<file path="config.mk">
export PLATFORM = sky130hd
export DESIGN_NAME = lbin_div
export DESIGN_NICKNAME = d
export VERILOG_FILES = /design/src/lbin_pkg.sv /design/src/lbin_div.sv
export SDC_FILE = /design/constraint.sdc
export NUM_CORES = 1
export LEC_CHECK = 0
export BUFFER_PORTS_ARGS = -buffer_cell sky130_fd_sc_hd__buf_2
export CAP_MARGIN = 20
export CORE_MARGIN = 2
export CORE_UTILIZATION = 25
export CTS_CLUSTER_DIAMETER = 50
export DETAILED_ROUTE_END_ITERATION = 16
export PLACE_DENSITY = 0.37
export SLEW_MARGIN = 20
export SYNTH_ARGS = -nofsm -noshare
export SYNTH_HDL_FRONTEND = slang
export SYNTH_SLANG_ARGS = --single-unit
</file>
<file path="constraint.sdc">
create_clock -name clk_i -period 5.7 [get_ports clk_i]
set_input_delay 0.855 -clock clk_i [delete_from_list [all_inputs] [get_ports clk_i]]
set_output_delay 0.855 -clock clk_i [all_outputs]
set_load 0.01 [all_outputs]
</file>
<file path="src/lbin_pkg.sv">
// Package for the linear binning block: constants, codes and item types.
// Used by lbin_div and linear_binning_1d; depends on nothing else.
`default_nettype none
package lbin_pkg;

  localparam int unsigned MAX_BINS    = 256;
  localparam int unsigned STORE_DEPTH = MAX_BINS + 1;
  localparam int unsigned ADDR_W      = $clog2(STORE_DEPTH);

  localparam logic [47:0] W48_MAX  = 48'hFFFF_FFFF_FFFF;
  localparam logic [23:0] MEAN_MAX = 24'h7F_FFFF;
  localparam logic [23:0] MEAN_MIN = 24'h80_0000;

  typedef enum logic [1:0] {
    REG_GRID_START = 2'd0,
    REG_BIN_WIDTH  = 2'd1,
    REG_BIN_SCALE  = 2'd2,
    REG_BIN_COUNT  = 2'd3
  } lbin_reg_e;

  typedef enum logic [1:0] {
    MODE_ADD   = 2'd0,
    MODE_READ  = 2'd1,
    MODE_CLEAR = 2'd2,
    MODE_RSVD  = 2'd3
  } lbin_mode_e;

  typedef enum logic [1:0] {
    STAT_ADDED   = 2'd0,
    STAT_DROPPED = 2'd1,
    STAT_READ    = 2'd2,
    STAT_EMPTY   = 2'd3
  } lbin_status_e;

  typedef enum logic [3:0] {
    S_IDLE, S_MUL, S_CHK, S_YMUL, S_ACC_LO, S_ACC_HI, S_RD, S_DIV, S_FIN
  } lbin_state_e;

  typedef struct packed {
    logic [1:0]         mode;
    logic signed [31:0] x_position;
    logic signed [23:0] y_value;
    logic [15:0]        weight;
    logic [8:0]         bin_select;
  } lbin_in_t;

  typedef struct packed {
    logic [1:0]         status;
    logic [8:0]         bin_index;
    logic signed [31:0] grid_x;
    logic [47:0]        weight_sum;
    logic signed [63:0] y_sum;
    logic signed [23:0] y_mean;
  } lbin_out_t;

endpackage
`default_nettype wire

</file>
<file path="src/lbin_div.sv">
// Bit-serial signed mean divider: y sum over weight sum, saturated to 24 bits.
// Depends on lbin_pkg.
`default_nettype none
module lbin_div (
  input  wire logic               clk_i,
  input  wire logic               rst_ni,
  input  wire logic               start_i,
  input  wire logic signed [63:0] ysum_i,
  input  wire logic [47:0]        wsum_i,
  output logic                    done_o,
  output logic signed [23:0]      mean_o
);
  import lbin_pkg::*;

  logic        run_q, run_d;
  logic [6:0]  cnt_q, cnt_d;
  logic [48:0] rem_q, rem_d;
  logic [63:0] quo_q, quo_d;
  logic [47:0] den_q, den_d;
  logic        neg_q, neg_d;
  logic        done_q, done_d;
  logic [23:0] mean_q, mean_d;
  logic [48:0] rem_sh;
  logic [63:0] quo_next;
  logic        bit_set;

  always_comb begin
    run_d  = run_q;
    cnt_d  = cnt_q;
    rem_d  = rem_q;
    quo_d  = quo_q;
    den_d  = den_q;
    neg_d  = neg_q;
    done_d = 1'b0;
    mean_d = mean_q;
    rem_sh = {rem_q[47:0], quo_q[63]};
    bit_set = (rem_sh >= {1'b0, den_q});
    quo_next = {quo_q[62:0], bit_set};
    if (start_i) begin
      run_d = 1'b1;
      cnt_d = '0;
      rem_d = '0;
      neg_d = ysum_i[63];
      quo_d = ysum_i[63] ? (64'd0 - ysum_i) : ysum_i;
      den_d = wsum_i;
    end else if (run_q) begin
      rem_d = bit_set ? (rem_sh - {1'b0, den_q}) : rem_sh;
      quo_d = quo_next;
      cnt_d = cnt_q + 7'd1;
      if (cnt_q == 7'd63) begin
        run_d  = 1'b0;
        done_d = 1'b1;
        // Truncate toward zero, then clamp to the 24-bit signed range.
        if (neg_q) begin
          mean_d = (quo_next > 64'd8388608) ? MEAN_MIN : (24'd0 - quo_next[23:0]);
        end else begin
          mean_d = (quo_next > 64'd8388607) ? MEAN_MAX : quo_next[23:0];
        end
      end
    end
  end

  always_ff @(posedge clk_i or negedge rst_ni) begin
    if (!rst_ni) begin
      run_q  <= 1'b0;
      cnt_q  <= '0;
      done_q <= 1'b0;
    end else begin
      run_q  <= run_d;
      cnt_q  <= cnt_d;
      done_q <= done_d;
    end
  end

  always_ff @(posedge clk_i) begin
    rem_q  <= rem_d;
    quo_q  <= quo_d;
    den_q  <= den_d;
    neg_q  <= neg_d;
    mean_q <= mean_d;
  end

  assign done_o = done_q;
  assign mean_o = mean_q;

  a_done_after_run: assert property (@(posedge clk_i) disable iff (!rst_ni)
    done_q |-> !run_q) else $error("divider done while still running");
  a_start_runs: assert property (@(posedge clk_i) disable iff (!rst_ni)
    start_i |=> run_q) else $error("divider did not start");
  a_cnt_idle: assert property (@(posedge clk_i) disable iff (!rst_ni)
    (run_q && cnt_q != 7'd63 && !start_i) |=> run_q) else $error("divider stopped early");

endmodule
`default_nettype wire
</file>
==> impl_metrics.tcl, run 1 <==
set metrics [dict create \
    syn_area_um2 12500 \
    yosys-mux-area-fraction 0.0106 \
    wl_per_cell_um 17.4 \
    worstPathCellList "inv_1, ha_1, a21oi_1, o21ai_0, a221o_1, o2111ai_1, a31oi_1, nand2_1, nand2_2, inv_1, ha_1, nand3b_1, or3_4, or3_4, o21ai_4, nand3_2, o311ai_1" \
    synth_compound_area_frac 0.202 \
    critPathArrivalTime_ns 5.45 \
    yosys.area_share.simple 0.189 \
    fp.dieH_um 227 \
    die_area_um2 51700 \
    via_count 10500 \
    post_cts_resized 0 \
    core_um2 49100 \
    routed_wl_mm 37.5 \
    period_needed_ns 5.19 \
    synth_adder_area_share 0.0528 \
    syn-num-nets 1551 \
    ys_ff_latch 194 \
    fmax_mhz 193 \
    cts_root_buffer "clkbuf_16" \
    critPathKind "reg -> reg" \
    io_pins 140 \
    final_core_utilization 0.292 \
    setup_viol 0 \
    track_usage 0.150 \
    hold_viol_final 0 \
    first_pass_iters 4 \
    syn_inst 1384 \
    drcViolationCount 0 \
    crit_slowest_cell "o311ai_1" \
    antenna_found_initial 0 \
    ys.flop_type "edfxtp_1" \
    clock_latency_ns 0.49 \
    stdcell_count 2155 \
    ys_warn_count 0 \
    synth.top_cell.area_share 0.330 \
    synth_xor_area_frac 0.0752 \
    dp_hpwl_mm 27.1 \
    r2r-start "den_q[6]" \
    port_buffers 139 \
    p_per_area_nw_per_um2 374 \
    ir_worst_vdd_v 0.000250 \
    worst_pin_slew_ns 1.02 \
    status "finished, final reports clean" \
    stdcell_area_um2 14300 \
    fillCellCount 5269 \
    p_total_mw 5.37 \
    cts_sinks 194 \
    hold_class "in -> async" \
    yosysSeqAreaShare 0.425 \
    ys_async_sr_fraction 0.0464 \
    crit_buf_inv 2 \
    clk_pin_slew_ns 0.07 \
    fin_ws_ns 0.511 \
    start_util 0.254 \
    cts_buffers 17 \
    placed_area_um2 13800 \
    seqCellArea_um2 5300 \
    r2r_cells 17 \
    layout-drive-gt1-share 0.143 \
    rsz0062_at_grt "no" \
    required_ns 5.96 \
    critPathTopFamily "compound AO/OA/AOI/OAI gates" \
    avgSynthCellArea_um2 9.01 \
    drv_cap 0 \
    synthTopCellsByArea "edfxtp_1, dfxtp_1, xor2_1" \
    layout.nets 1645 \
    startpoint_type "flip-flop" \
    post-place-ws_ns 0.534 \
    cp_max_fo 19 \
    gp_congestion 0.757 \
    hold_buffers 0 \
    die_w_um 227 \
    endpoint_kind "flip-flop" \
    r2r_slack_ns 0.51 \
    grt_overflow 0 \
    reg2reg_to "mean_o[2]" \
    diodes 0 \
    fin_crit_sh 0.910 \
    grt_first_pass_wirelength_mm 59.7 \
    slowest_delay_ns 0.53 \
    tns_ns 0 \
    multi_input_area_um2 6620 \
    area_delta_synth_final_pct 15.0 \
    drv_slew 0 \
    synth_top_family_by_area "compound AO/OA/AOI/OAI gates" \
    synth_edf_count 137 \
    tritoncts "yes" \
    yosys.area.top_type "edfxtp_1" \
    cellLeakagePower_nw 5.62 \
    drtAntennaViolNets 0 \
    htreeDepth 4 \
    hold_slack_ns 0.211 \
    cts_setup_buffers 0 \
    ys_types 76 \
    row_count 81 \
    grt_max_degree 100 \
    grt_pass1_vias 10400 \
    first_iter_violations 651 \
    yosys.cell_count.top_type "nor2_1" \
    via_per_inst 4.88 \
    place_inst 2123 \
    maxSlewHeadroom 0.318 \
    synth_commonest_cells "nor2_1, nand2_1, edfxtp_1, a21oi_1, xor2_1" \
    fin_skew_ns 0.00825 \
    clk_path_buf_depth 2 \
]
registers in the layout, summed over array words and instances (netlist names):
| signal | flops |
|---|---|
| quo_q | 64 |
| cnt_q | 7 |
| rem_q | 48 |
| run_q | 1 |
| done_o | 1 |
| den_q | 48 |
| neg_q | 1 |
| mean_o | 24 |
cells in the final DEF (no fill, tap or decap), types with 6 or more instances in the layout:
cell type,instances
dfxtp_1,48
o31ai_1,24
buf_2,138
nor2_1,146
xor2_1,80
inv_1,70
nand2b_1,21
dfrtp_1,8
nor2b_1,7
o21a_1,9
nand4_1,17
and3_1,6
o311ai_1,9
o21bai_1,7
o41ai_1,11
or4_1,6
a211oi_1,15
nand3_1,19
mux2i_1,11
edfxtp_1,137
xnor2_1,27
nand2_1,145
ha_1,51
a21o_1,32
nor4_1,26
nor3_1,30
a31oi_1,9
clkbuf_16,18
o22ai_1,6
a21oi_1,129
a311oi_1,35
or3_1,13
a211o_1,6
and2_1,6
buf_4,10
o21ai_0,64
kinds of logic (layout without fill, tap and decap cells):
logic type,Yosys count,count (layout)
muxes,13,13
AOI/OAI and AO/OA,386,386
xor gates and xnor gates,107,107
DFF,194,194
adders and majority gates,52,52
buffers and inverters,144,251
and+or+nand+nor,488,488
worst max-delay path by stage:
| stage | start | to | slack (ns) | depth (start not counted) |
|---|---|---|---|---|
| 2_1_floorplan | den_q[10] | mean_o[7] | 0.88 | 21 |
| 3_3_place_gp | den_q[6] | mean_o[2] | 0.73 | 17 |
| 3_5_place_dp | den_q[6] | mean_o[2] | 0.53 | 17 |
| 4_1_cts | den_q[6] | mean_o[2] | 0.50 | 17 |
| 5_1_grt | den_q[6] | mean_o[2] | 0.13 | 17 |
| 6_report | den_q[6] | mean_o[2] | 0.51 | 17 |
report_power, final:
| part | switching, mW | internal (mW) | total, mW |
|---|---|---|---|
| registers | 0.192 | 1.76 | 1.95 |
| logic | 1.38 | 0.860 | 2.24 |
| clock network | 0.588 | 0.585 | 1.17 |
| total | 2.16 | 3.21 | 5.37 |
layout make-up:
| type | instances | share of cell area |
|---|---|---|
| tap | 664 | 0.0580 |
| sequential | 194 | 0.370 |
| clock buffer | 22 | 0.0325 |
| timing repair buffer | 149 | 0.0544 |
| inverter | 70 | 0.0183 |
| multi-input combinational | 1046 | 0.462 |
| clock inverter | 10 | 0.00515 |
metal layers:
| layer | wire (um) | global-route usage | vias up |
|---|---|---|---|
| met5 | 0 | 0 | - |
| met4 | 592 | 0.0533 | 0 |
| met3 | 998 | 0.0263 | 25 |
| met2 | 16300 | 0.223 | 144 |
| met1 | 19600 | 0.218 | 5065 |
| li1 | - | - | 5277 |
Note: power is estimated with default switching activity, not from simulation.
==> run 2, diff against run 1 <==
- ABC_AREA: not set -> 1
- PLACE_DENSITY: 0.37 -> 0.36
==> run 2 against run 1 <==
Flip-flop and latch count unchanged. Sequential share of layout area decreased by 4.4 points. Synthesized area increased by 14%. Non-clock buffer count increased by 1. Setup slack improved by 1.2 ns. Clock-buffer cell count decreased by 2. Register-to-register slack improved by 1.2 ns. Global-route usage increased by 2.6 points. Via count increased by 24%. First-iteration DRC count increased by 13%. Power increased by 14%. Routed wire length increased by 37%.
==> impl_metrics.tcl, run 2 <==
set metrics [dict create \
    cts_setup_buffers 0 \
    first_iter_violations 735 \
    dp_hpwl_mm 40.7 \
    core_um2 56200 \
    routed_wl_mm 51.4 \
    drcViolationCount 0 \
    ys_ff_latch 194 \
    dr.max_layer_used "met5" \
    status "finished, final reports clean" \
    yosys.area_share.simple 0.308 \
    ir_worst_vdd_v 0.000317 \
    clock_latency_ns 0.50 \
    top_regs "quo_q: 64 flops, den_q: 48 flops, rem_q: 48 flops" \
    yosys.area.top_type "edfxtp_1" \
    grt_max_degree 88 \
    syn-num-nets 2130 \
    synthTopCellsByArea "edfxtp_1, nand2_1, dfxtp_1" \
    yosys-mux-area-fraction 0 \
    ys.flop_type "edfxtp_1" \
    critPathKind "reg -> reg" \
    area_delta_synth_final_pct 14.6 \
    synth_top_family_by_area "simple AND/OR/NAND/NOR gates" \
    ys_async_sr_fraction 0.0464 \
    cts_sinks 194 \
    tns_ns 0 \
    grt_overflow 0 \
    largest_register_ffs 64 \
    tritoncts "yes" \
    r2r_slack_ns 1.75 \
    switchingPower_mw 2.73 \
    antenna_found_initial 7 \
    combPwrFrac 0.471 \
    setup_viol 0 \
    maxSlewHeadroom 0.289 \
    layout.nets 2249 \
    start_util 0.252 \
    synth.top_cell.area_share 0.290 \
    hold_buffers 0 \
    p_total_mw 6.10 \
    r2r-start "den_q[19]" \
    clk_path_buf_depth 2 \
    grt_first_pass_wirelength_mm 78.8 \
    yosys.cell_count.top_type "nand2_1" \
    post_cts_resized 0 \
    synth_edf_count 137 \
    fin_crit_sh 0.693 \
    htreeDepth 4 \
    via_per_inst 4.56 \
    gp_congestion 0.883 \
    hold_class "in -> async" \
    worst_pin_slew_ns 1.07 \
    syn_area_um2 14200 \
    synth_commonest_cells "nand2_1, inv_1, nor2_1, edfxtp_1, nand3_1" \
    syn_inst 1963 \
    reg2reg_to "mean_o[7]" \
    die_area_um2 58600 \
    seqPwrFrac 0.322 \
    fmax_mhz 253 \
    clk_pin_slew_ns 0.08 \
    wirelength_met1_mm 24.3 \
    layout-drive-gt1-share 0.128 \
    drv_slew 0 \
    layout.cells.most_common "nand2_1" \
    p_per_area_nw_per_um2 375 \
    track_usage 0.176 \
    fin_skew_ns 0.0142 \
    route.met3.wl_mm 1.61 \
    endpoint_kind "flip-flop" \
    rsz0062_at_grt "no" \
    hold_viol_final 0 \
    largest_register "quo_q" \
    drtAntennaViolNets 0 \
    grt_pass1_vias 13200 \
    p_int_mw 3.37 \
    critPathArrivalTime_ns 4.29 \
    synth_xor_area_frac 0.0494 \
    io_pins 140 \
    first_pass_iters 5 \
    wl_per_cell_um 18.0 \
    synth_compound_area_frac 0.134 \
    ys_warn_count 0 \
    sw_frac_of_total 0.448 \
    required_ns 6.04 \
    r2r_cells 24 \
    ys_types 58 \
    via_count 13000 \
    cts_buffers 17 \
    synth_adder_area_share 0.0464 \
    p_clk_frac 0.207 \
    fp.dieH_um 242 \
    startpoint_type "flip-flop" \
    mostFrequentLayoutCells "nand2_1, inv_1, nor2_1" \
    dr_wl_met2_mm 24.2 \
    port_buffers 139 \
    yosysSeqAreaShare 0.374 \
    avgSynthCellArea_um2 7.22 \
    row_count 87 \
    period_needed_ns 3.95 \
    die_w_um 242 \
    cp_max_fo 14 \
    drv_cap 0 \
    cellLeakagePower_nw 7.00 \
    cts_root_buffer "clkbuf_16" \
]
[run 2: cell types whose count changed after synthesis, sizes merged, moves of 42 or more]
cell | before | now
o21ai | 66 | 157
nand2 | 147 | 501
a21oi | 129 | 87
nor2 | 147 | 254
nand3 | 20 | 135
inv | 70 | 259
[run 2: kinds of logic after synthesis]
group / count (synthesis)
buffers and inverters: 311
adder cells (fa/ha/maj): 52
AND/OR/NAND/NOR: 1002
AO/OA/AOI/OAI: 324
flip-flops: 194
XOR/XNOR: 80
[run 2: layout make-up]
type	instances	area [um^2]
fill	6367	39900
multi-input combinational	1458	7630
sequential	194	5300
inverter	261	980
tap	756	946
timing repair buffer	150	781
clock buffer	20	472
clock inverter	12	130
antenna	3	7.51
[run 2: worst max path at each step]
stage / startpoint / endpoint / cells after the start
final: den_q[19] / mean_o[7] / 24
after global routing: den_q[44] / mean_o[9] / 20
after CTS: den_q[19] / mean_o[7] / 24
after detailed placement: den_q[19] / mean_o[7] / 24
after global placement: den_q[19] / mean_o[22] / 23
after floorplan: start_i / quo_q[0] / 4
[run 2: critical path, stage by stage, from the launching register on]
cell and delay (ns):
edfxtp_1 0.37, inv_1 0.08, ha_1 0.27, nand2_1 0.14
inv_1 0.05, nand2_1 0.11, nor2_1 0.08, nand2_1 0.10
nor2_1 0.06, nand2_1 0.05, nand3_1 0.10, nor2_2 0.24
nand2_4 0.07, inv_2 0.29, ha_1 0.27, nand2_2 0.09
nor3_4 0.20, nand2_2 0.14, nor2_4 0.12, nand2_1 0.10
nor4_2 0.19, o21ai_2 0.13, inv_2 0.08, nand2_2 0.22
o21ai_0 0.23
[run 2: per-layer routing]
layer  vias up  GRT usage
met5         -          0
met4         4     0.0592
met3        51     0.0297
met2       199      0.292
met1      6047      0.231
li1       6706          -
[run 2: power groups by stage]
stage | clock network, mW | logic (mW) | registers [mW]
after global routing | 1.36 | 3.26 | 2.00
after CTS | 1.33 | 2.91 | 1.96
final | 1.26 | 2.87 | 1.96
after global placement | 0 | 2.92 | 1.99
after floorplan | 0 | 2.20 | 1.93
after detailed placement | 0 | 2.90 | 1.99
[run 2: stage by stage]
step | setup WS (ns) | utilization | instances | cell area [um^2] | hold slack [ns]
floorplan | 2.05 | - | 1963 | 14200 | 0.432
detailed placement | 1.70 | 0.278 | 2819 | 15600 | 0.460
finish | 1.75 | 0.289 | 2854 | 16300 | 0.198
global route | 1.32 | 0.289 | 2853 | 16200 | 0.177
CTS | 1.68 | 0.289 | 2851 | 16200 | 0.148
global placement | 1.80 | 0.278 | 2819 | 15600 | 0.452
==> run 3, diff against run 2 <==
- ABC_AREA: 1 -> 0
- PLACE_DENSITY: 0.36 -> 0.37
- clock period: 5.7 -> 3.65 ns (I/O delays scaled with it)
==> run 3 against run 2 <==
The run now ends with setup timing left. Die area fell by 12%. Sequential power rose by 55%. Global-route usage fell by 1.8 points. Non-clock buffer count up 242. Hold slack improved by 0.017 ns. Clock-buffer cell count is 1 higher. First-iteration DRC count fell by 29%. Power grew 59%. Final area is 2.7% higher. Routed wire length shrank 22%. Sequential share of layout area shrank 0.86 points. Critical path type unchanged. Critical endpoint is now mean_o[5].
==> impl_metrics.tcl, run 3 (same netlist as run 1, synthesis figures left out) <==
set metrics [dict create \
    status "finished with violations" \
    violations "setup timing" \
    fmax_mhz 251 \
    combPwrFrac 0.490 \
    hold_slack_ns 0.215 \
    maxSlewHeadroom 0.350 \
    layout-drive-gt1-share 0.298 \
    dr.max_layer_used "met5" \
    grt_pass1_vias 11200 \
    clk_path_buf_depth 2 \
    die_w_um 227 \
    ir_worst_vdd_v 0.000407 \
    fp.dieH_um 227 \
    port_buffers 139 \
    mostFrequentLayoutCells "buf_4, nor2_1, nand2_1" \
    gp_congestion 0.786 \
    cellLeakagePower_nw 6.93 \
    p_total_mw 9.67 \
    top_regs "quo_q: 64 flops, den_q: 48 flops, rem_q: 48 flops" \
    routed_wl_mm 40.0 \
    placed_area_um2 15500 \
    wl_per_cell_um 16.7 \
    layout.nets 1888 \
    drv_cap 0 \
    rsz0062_at_grt "yes" \
    setup_viol 24 \
    crit_buf_inv 4 \
    row_count 81 \
    diodes 0 \
    p_int_mw 5.94 \
    stdcell_area_um2 16700 \
    hold_class "in -> reg" \
    dr_wl_met2_mm 17.9 \
    endpoint_kind "flip-flop" \
    via_count 11400 \
    slowest_delay_ns 0.38 \
    critPathKind "reg -> reg" \
    grt_first_pass_wirelength_mm 62.7 \
    fin_ws_ns -0.335 \
    startpoint_type "flip-flop" \
    die_area_um2 51700 \
    io_pins 140 \
    dp_hpwl_mm 29.5 \
    cts_root_buffer "clkbuf_16" \
    cp_max_fo 6 \
    post-place-ws_ns -0.535 \
    sw_frac_of_total 0.386 \
    clock_latency_ns 0.50 \
    p_clk_frac 0.198 \
    grt_overflow 0 \
    p_per_area_nw_per_um2 579 \
    antenna_found_initial 1 \
    start_util 0.254 \
    fin_crit_sh 1.09 \
    via_per_inst 4.74 \
    critPathArrivalTime_ns 4.36 \
    cts_buffers 17 \
    fin_skew_ns 0.0145 \
    core_um2 49100 \
    layout.cells.most_common "buf_4" \
    grt_max_degree 67 \
    worst_pin_slew_ns 0.975 \
    drtAntennaViolNets 0 \
    critPathTopFamily "compound AO/OA/AOI/OAI gates" \
    seqPwrFrac 0.313 \
    crit_slowest_cell "edfxtp_1" \
    track_usage 0.158 \
    hold_viol_final 0 \
    first_iter_violations 519 \
    largest_register_ffs 64 \
    htreeDepth 4 \
    first_pass_iters 5 \
    drcViolationCount 0 \
    worstPathCellList "inv_1, ha_1, buf_4, nand2_1, o21ai_1, a21o_1, a21oi_2, o21ai_1, a211oi_2, nand2_4, inv_4, ha_4, nand3b_1, or3_4, or3_4, o21ai_4, nand2_4, buf_6, o311ai_4, o31a_1" \
    required_ns 4.02 \
    largest_register "quo_q" \
    route.met3.wl_mm 1.40 \
    clk_pin_slew_ns 0.08 \
    area_delta_synth_final_pct 33.9 \
    tritoncts "yes" \
    switchingPower_mw 3.74 \
    cts_sinks 194 \
    wirelength_met1_mm 20.0 \
    drv_slew 0 \
    period_needed_ns 3.98 \
]
[run 3: power by group through the flow]
stage	registers (mW)	logic (mW)	clock network [mW]
after CTS	3.01	4.63	2.01
after detailed placement	3.05	4.51	0
final	3.03	4.74	1.91
after global routing	3.08	5.28	2.08
after floorplan	2.99	2.69	0
after global placement	3.05	4.56	0
[run 3: cell type report]
class | count | area, um^2
Inverter | 70 | 265
Fill cell | 5207 | 32400
Timing Repair Buffer | 392 | 2700
Multi-Input combinational cell | 1046 | 7020
Clock inverter | 11 | 76.3
Sequential cell | 194 | 5300
Tap cell | 664 | 831
Clock buffer | 21 | 492
[run 3: metal layers]
metal,GRT usage,up-vias
li1,-,5759
met2,0.237,153
met3,0.0354,36
met1,0.225,5411
met5,0,-
met4,0.0468,2
[run 3: final timing paths]
check / start / endpoint / slack (ns) / cells past startpoint
setup / recovery: den_q[36] / mean_o[5] / -0.33 / 20
hold / removal: wsum_i[27] / den_q[27] / 0.22 / 1
setup reg to reg: den_q[36] / mean_o[5] / -0.33 / 20
hold reg to reg: rem_q[4] / rem_q[5] / 0.50 / 2
max in group asynchronous: rst_ni / run_q / 3.03 / 2
min in group asynchronous: rst_ni / cnt_q[0] / 0.42 / 2
[run 3: metrics by stage]
| step | TNS (ns) | utilization | instances |
|---|---|---|---|
| floorplan | -12.98 | - | 1384 |
| global placement | -9.53 | 0.316 | 2340 |
| detailed placement | -12.66 | 0.316 | 2340 |
| CTS | -6.86 | 0.333 | 2393 |
| global route | -11.01 | 0.340 | 2398 |
| finish | -6.17 | 0.340 | 2398 |
[run 3: repair_timing]
action                                 4_1_cts  5_1_grt
buffers inserted                            20        6
resized for setup                           29       59
hold buffers                                 1        0
endpoints found under the hold margin        9        0
setup endpoints to repair                   53       55
gates cloned                                 0        1
pin swaps                                   11       22
